**config.mk**
```make
export PLATFORM = sky130hd
export DESIGN_NAME = ktl_ctrl
export DESIGN_NICKNAME = d
export VERILOG_FILES = /design/src/rtl/ktl_pkg.sv /design/src/rtl/ktl_ctrl.sv
export SDC_FILE = /design/constraint.sdc
export NUM_CORES = 1
export LEC_CHECK = 0
export BUFFER_PORTS_ARGS = -buffer_cell sky130_fd_sc_hd__buf_2
export CAP_MARGIN = 20
export CORE_AREA = 2 2 39 41
export DETAILED_ROUTE_END_ITERATION = 8
export DIE_AREA = 0 0 41 43
export PLACE_DENSITY = 0.68
export SETUP_SLACK_MARGIN = 0.02
export SLEW_MARGIN = 20
export SYNTH_ARGS = -nofsm -noshare
export SYNTH_HDL_FRONTEND = slang
export SYNTH_SLANG_ARGS = --single-unit
```
**constraint.sdc**
```tcl
create_clock -name clk -period 3.8 [get_ports clk]
set_input_delay 0.57 -clock clk [delete_from_list [all_inputs] [get_ports clk]]
set_output_delay 0.57 -clock clk [all_outputs]
set_load 0.1 [all_outputs]
```
**src/rtl/ktl_pkg.sv**
```systemverilog
package ktl_pkg;

	// Input item fields
	localparam int FUNC_W        = 1;
	localparam int ENTRY_INDEX_W = 8;
	localparam int ENTRY_TIME_W  = 24;
	localparam int QUERY_TIME_W  = 32;
	localparam int IN_DATA_W     = 64;
	localparam int IN_USER_W     = 1;

	// Result item fields
	localparam int FRAME_W       = 8;
	localparam int WEIGHT_B_W    = 16;
	localparam int WEIGHT_A_W    = 17;
	localparam int CYCLE_W       = 31;
	localparam int OUT_DATA_W    = 80;

	// Configuration port
	localparam int CFG_INDEX_W   = 2;
	localparam int CFG_DATA_W    = 16;
	localparam int FRAME_COUNT_W = 9;
	localparam int MAX_CYCLE_W   = 16;

	localparam logic [CFG_INDEX_W-1:0]   REG_FRAME_COUNT   = 2'd0;
	localparam logic [CFG_INDEX_W-1:0]   REG_MAX_CYCLE     = 2'd1;
	localparam logic [FRAME_COUNT_W-1:0] FRAME_COUNT_RESET = 9'd1;
	localparam logic [MAX_CYCLE_W-1:0]   MAX_CYCLE_RESET   = 16'd1;

	// Item kinds carried on tuser
	localparam logic FUNC_LOAD  = 1'b0;
	localparam logic FUNC_QUERY = 1'b1;

	// Weights
	localparam logic [WEIGHT_A_W-1:0] WEIGHT_ONE  = 17'h10000;
	localparam logic [WEIGHT_B_W-1:0] WEIGHT_FULL = 16'hFFFF;

	// Shared divider step counts
	localparam int                    DIV_CNT_W     = 5;
	localparam logic [DIV_CNT_W-1:0] DIV_CYC_STEPS = 5'd31;
	localparam logic [DIV_CNT_W-1:0] DIV_WT_STEPS  = 5'd16;

	typedef enum logic [3:0] {
		S_IDLE,
		S_CHK,
		S_LAST,
		S_DIV_CYC,
		S_CYC_CHK,
		S_SRCH,
		S_WT_CHK,
		S_DIV_WT,
		S_DONE
	} ktl_state_t;

	// Table read address source
	typedef enum logic [1:0] {
		RD_LAST,
		RD_FIRST,
		RD_SRCH
	} ktl_rd_t;

	// Result kinds
	typedef enum logic [2:0] {
		RES_SINGLE,
		RES_NONPOS,
		RES_LAST,
		RES_CLAMP,
		RES_PAIR_FULL,
		RES_PAIR_ZERO,
		RES_PAIR_DIV
	} ktl_res_t;

	typedef struct packed {
		logic     mem_wr;
		logic     cap_query;
		ktl_rd_t  rd_sel;
		logic     div_start_cyc;
		logic     div_start_wt;
		logic     div_step;
		logic     cap_cyc;
		logic     srch_step;
		logic     res_set;
		ktl_res_t res_kind;
	} ktl_cmd_t;

	typedef struct packed {
		logic single;
		logic nonpos;
		logic last_zero;
		logic div_done;
		logic clamp;
		logic srch_exit;
		logic not_found;
		logic wt_zero;
	} ktl_sts_t;

endpackage

```
**src/rtl/ktl_ctrl.sv**
```systemverilog
module ktl_ctrl (
	input  logic             clk,
	input  logic             arst_n,
	input  logic             in_valid,
	input  logic             in_func,
	output logic             in_ready,
	input  logic             out_free,
	output logic             out_push,
	input  ktl_pkg::ktl_sts_t sts,
	output ktl_pkg::ktl_cmd_t cmd
);
	import ktl_pkg::*;

	ktl_state_t state_q, state_d;

	// State register
	always_ff @(posedge clk or negedge arst_n) begin
		if (!arst_n) begin
			state_q <= S_IDLE;
		end else begin
			state_q <= state_d;
		end
	end

	// Next state and commands
	always_comb begin
		state_d       = state_q;
		in_ready      = 1'b0;
		out_push      = 1'b0;
		cmd           = '0;
		cmd.rd_sel    = RD_LAST;
		cmd.res_kind  = RES_SINGLE;
		case (state_q)
			S_IDLE: begin
				in_ready = 1'b1;
				if (in_valid) begin
					if (in_func == FUNC_LOAD) begin
						cmd.mem_wr = 1'b1;
					end else begin
						cmd.cap_query = 1'b1;
						state_d       = S_CHK;
					end
				end
			end
			S_CHK: begin
				if (sts.single) begin
					cmd.res_set  = 1'b1;
					cmd.res_kind = RES_SINGLE;
					state_d      = S_DONE;
				end else if (sts.nonpos) begin
					cmd.res_set  = 1'b1;
					cmd.res_kind = RES_NONPOS;
					state_d      = S_DONE;
				end else begin
					cmd.rd_sel = RD_LAST;
					state_d    = S_LAST;
				end
			end
			S_LAST: begin
				if (sts.last_zero) begin
					cmd.res_set  = 1'b1;
					cmd.res_kind = RES_LAST;
					state_d      = S_DONE;
				end else begin
					cmd.div_start_cyc = 1'b1;
					state_d           = S_DIV_CYC;
				end
			end
			S_DIV_CYC: begin
				if (sts.div_done) begin
					state_d = S_CYC_CHK;
				end else begin
					cmd.div_step = 1'b1;
				end
			end
			S_CYC_CHK: begin
				if (sts.clamp) begin
					cmd.res_set  = 1'b1;
					cmd.res_kind = RES_CLAMP;
					state_d      = S_DONE;
				end else begin
					cmd.cap_cyc = 1'b1;
					cmd.rd_sel  = RD_FIRST;
					state_d     = S_SRCH;
				end
			end
			S_SRCH: begin
				cmd.rd_sel    = RD_SRCH;
				cmd.srch_step = 1'b1;
				if (sts.srch_exit) begin
					state_d = S_WT_CHK;
				end
			end
			S_WT_CHK: begin
				if (sts.not_found) begin
					cmd.res_set  = 1'b1;
					cmd.res_kind = RES_PAIR_FULL;
					state_d      = S_DONE;
				end else if (sts.wt_zero) begin
					cmd.res_set  = 1'b1;
					cmd.res_kind = RES_PAIR_ZERO;
					state_d      = S_DONE;
				end else begin
					cmd.div_start_wt = 1'b1;
					state_d          = S_DIV_WT;
				end
			end
			S_DIV_WT: begin
				if (sts.div_done) begin
					cmd.res_set  = 1'b1;
					cmd.res_kind = RES_PAIR_DIV;
					state_d      = S_DONE;
				end else begin
					cmd.div_step = 1'b1;
				end
			end
			S_DONE: begin
				if (out_free) begin
					out_push = 1'b1;
					state_d  = S_IDLE;
				end
			end
			default: begin
				state_d = S_IDLE;
			end
		endcase
	end

endmodule

```
==> results.yml <==
global_routing:
  grt_max_degree: 17
  grt_antenna_before_repair: 0
  grt_pass1_wl_um: 2100
  grt_pass1_vias: 471
  grtUsageTotal_pct: 17.7
  grt_overflow: 0
timing:
  finalCritPeriodShare_pct: 70.7
  fin_crit_ps: 2690
  hold_violations: 0
  tns_ps: 0
  skew_ps: 5.20
  drv_slew: 0
  fmax_ghz: 0.372
  rsz0062_at_grt: "false"
  hold_slack_ps: 124
  setup_violations: 0
  tightest_slew_ps: 555
  slew-limit-headroom_pct: 63.0
clock_tree:
  cts_buffers: 3
  path_clk_slew_ps: 40
  ctsLongestPathBuffers: 2
  clkSinkCount: 4
  cts_hold_buf: 0
  cts_tree: "done"
  ctsResizeCount: 0
  insertion_delay_ps: 240
  postCtsSetupBuffers: 0
  cts.htree.levels: 1
  cts.root.buffer_cell: "clkbuf_4"
yosys:
  synth_most_common_cell: "nor2_1"
  synth-seq-cells: 4
  syn-num-nets: 72
  netlist_area_um2: 482
  synthArstFlopShare_pct: 100
  synth_top_area_cell: "dfrtp_1"
  synth_top_area_share_pct: 20.8
  synthFlopType: "dfrtp_1"
  synth_area_leaders: "dfrtp_1 (21%), nor3b_1 (6.2%), buf_6 (4.7%), nor2_1 (3.9%), nor4_1 (3.9%)"
  synth-edff-count: 0
  yosys-top-cells-count: "nor2_1 (5), dfrtp_1 (4), nor3b_1 (4)"
  synth_cell_types: 35
  synthCells: 59
  yosysWarnings: 0
  yosysSeqAreaShare_pct: 20.8
  syn_avg_cell_area_um2: 8.16
cells_and_area:
  reg_top3: "state_q (4)"
  fill_cells: 141
  largest_reg_flops: 4
  insertedDiodeCount: 0
  regMostFlops: "state_q"
  final_area_um2: 639
  drive_gt1_share_pct: 44.7
  layout.nets: 100
  area_growth_syn_to_layout_pct: 32.7
floorplanning:
  rows: 14
  ios: 28
  core_area_mm2: 0.00138
  die_x_um: 41
  die_area_mm2: 0.00176
  die_h_um: 43
  start_util_pct: 34.8
worst_setup_path:
  cp_cell_sequence: "nand2b_2, nor4b_1, a31o_1, or2_1, buf_2"
  start_kind: "flip-flop"
  worstPathRequired_ps: 3230
  critical_path_class: "flip-flop to output port"
  cpPeakStageDelay_ps: 590
  cp.arrival_ps: 2120
  cpMaxStageDelayCell: "dfrtp_1"
  worstSetupEndpointType: "output port"
  cp_max_fo: 11
drt:
  drc_errors: 0
  firstDrtPassIters: 4
  vias_per_cell: 5.38
  wl_per_cell_um: 12.6
  detail-route-antenna-nets: 0
  drt-total-wl_um: 1270
  vias: 543
  drt_iter0_drc: 11
placement:
  postPlaceCellArea_um2: 617
  gp_congestion: 0.733
  portBuffers: 27
  dpl.hpwl_um: 1020
pwr:
  total_leakage_power_uw: 0.000334
  ir_drop_uv: 771
  power_density_mw_per_mm2: 910
flow_run:
  drv_cap: 0
outcome:
  status: "finished, final reports clean"
hold_path:
  hp-class: "input pin to asynchronous set/reset pin"
## cell type report
class	instances	area, um^2	area share (%)
multi-input combinational	47	347	54.2
timing repair buffer	27	135	21.1
sequential	4	100	15.7
clock buffer	3	22.5	3.52
tap	16	20.0	3.13
inverter	4	15.0	2.35
## stage by stage
stage / utilization (%) / total power (uW) / instances / setup slack [ps]
global route: 46.2 / 619 / 101 / 992
floorplan: - / 480 / 59 / 170
global placement: 44.6 / 524 / 98 / 1450
CTS: 46.2 / 586 / 101 / 1120
finish: 46.2 / 582 / 101 / 1110
detailed placement: 44.6 / 529 / 98 / 1380
## logic make-up after synthesis
logic type      Yosys count  share of synthesized area (%)
flops                     4                           20.8
simple gates             33                           45.5
compound gates           12                           19.5
buf+inv                   8                           10.4
mux                       1                           2.08
xor+xnor                  1                           1.82
## cells in the final DEF, fill, tap and decap left out, drive strengths merged
cell	instances
a211o	2
a21oi	1
a311oi	1
a31o	1
and2	1
and3	1
buf	27
clkbuf	3
dfrtp	4
inv	4
mux2i	1
nand2	3
nand2b	2
nand3	3
nand4bb	1
nor2	5
nor2b	2
nor3	1
nor3b	4
nor4	4
nor4b	3
o211a	2
o21ai	1
o21bai	1
o22ai	2
o41ai	1
or2	1
or3	2
xor2	1
## worst paths after layout
path | to | cells after the start | slack, ps | from
min reg2reg | state_q[2] | 2 | 790 | state_q[2]
min | state_q[1] | 1 | 120 | arst_n
min in group clk | state_q[1] | 3 | 710 | sts[4]
max in group asynchronous | state_q[3] | 1 | 3560 | arst_n
max reg2reg | state_q[2] | 4 | 2150 | state_q[1]
max | cmd[3] | 5 | 1110 | state_q[2]
## worst max-delay path, delay by kind of cell, from the launching register on
family | cells | cell delay (ps)
AO/OA/AOI/OAI | 1 | 180
buffers and inverters | 1 | 410
flip-flops | 1 | 590
AND/OR/NAND/NOR | 3 | 690
## power breakdown
| group | internal (uW) | total (uW) | switching (uW) | leakage [uW] |
|---|---|---|---|---|
| Sequential | 57.1 | 112 | 55.0 | 0.0000533 |
| Combinational | 104 | 417 | 312 | 0.000267 |
| Clock | 35.3 | 53.2 | 17.9 | 0.0000138 |
| Total | 197 | 582 | 385 | 0.000334 |
## layer usage
metal  vias up  track usage (%)  wire length [um]
met5         -                0                 0
met4         0             6.00                12
met3         2             6.81                97
met2        21             23.8               579
met1       247             25.2               580
li1        273                -                 -
No activity file was read; power rests on OpenSTA's default activity.
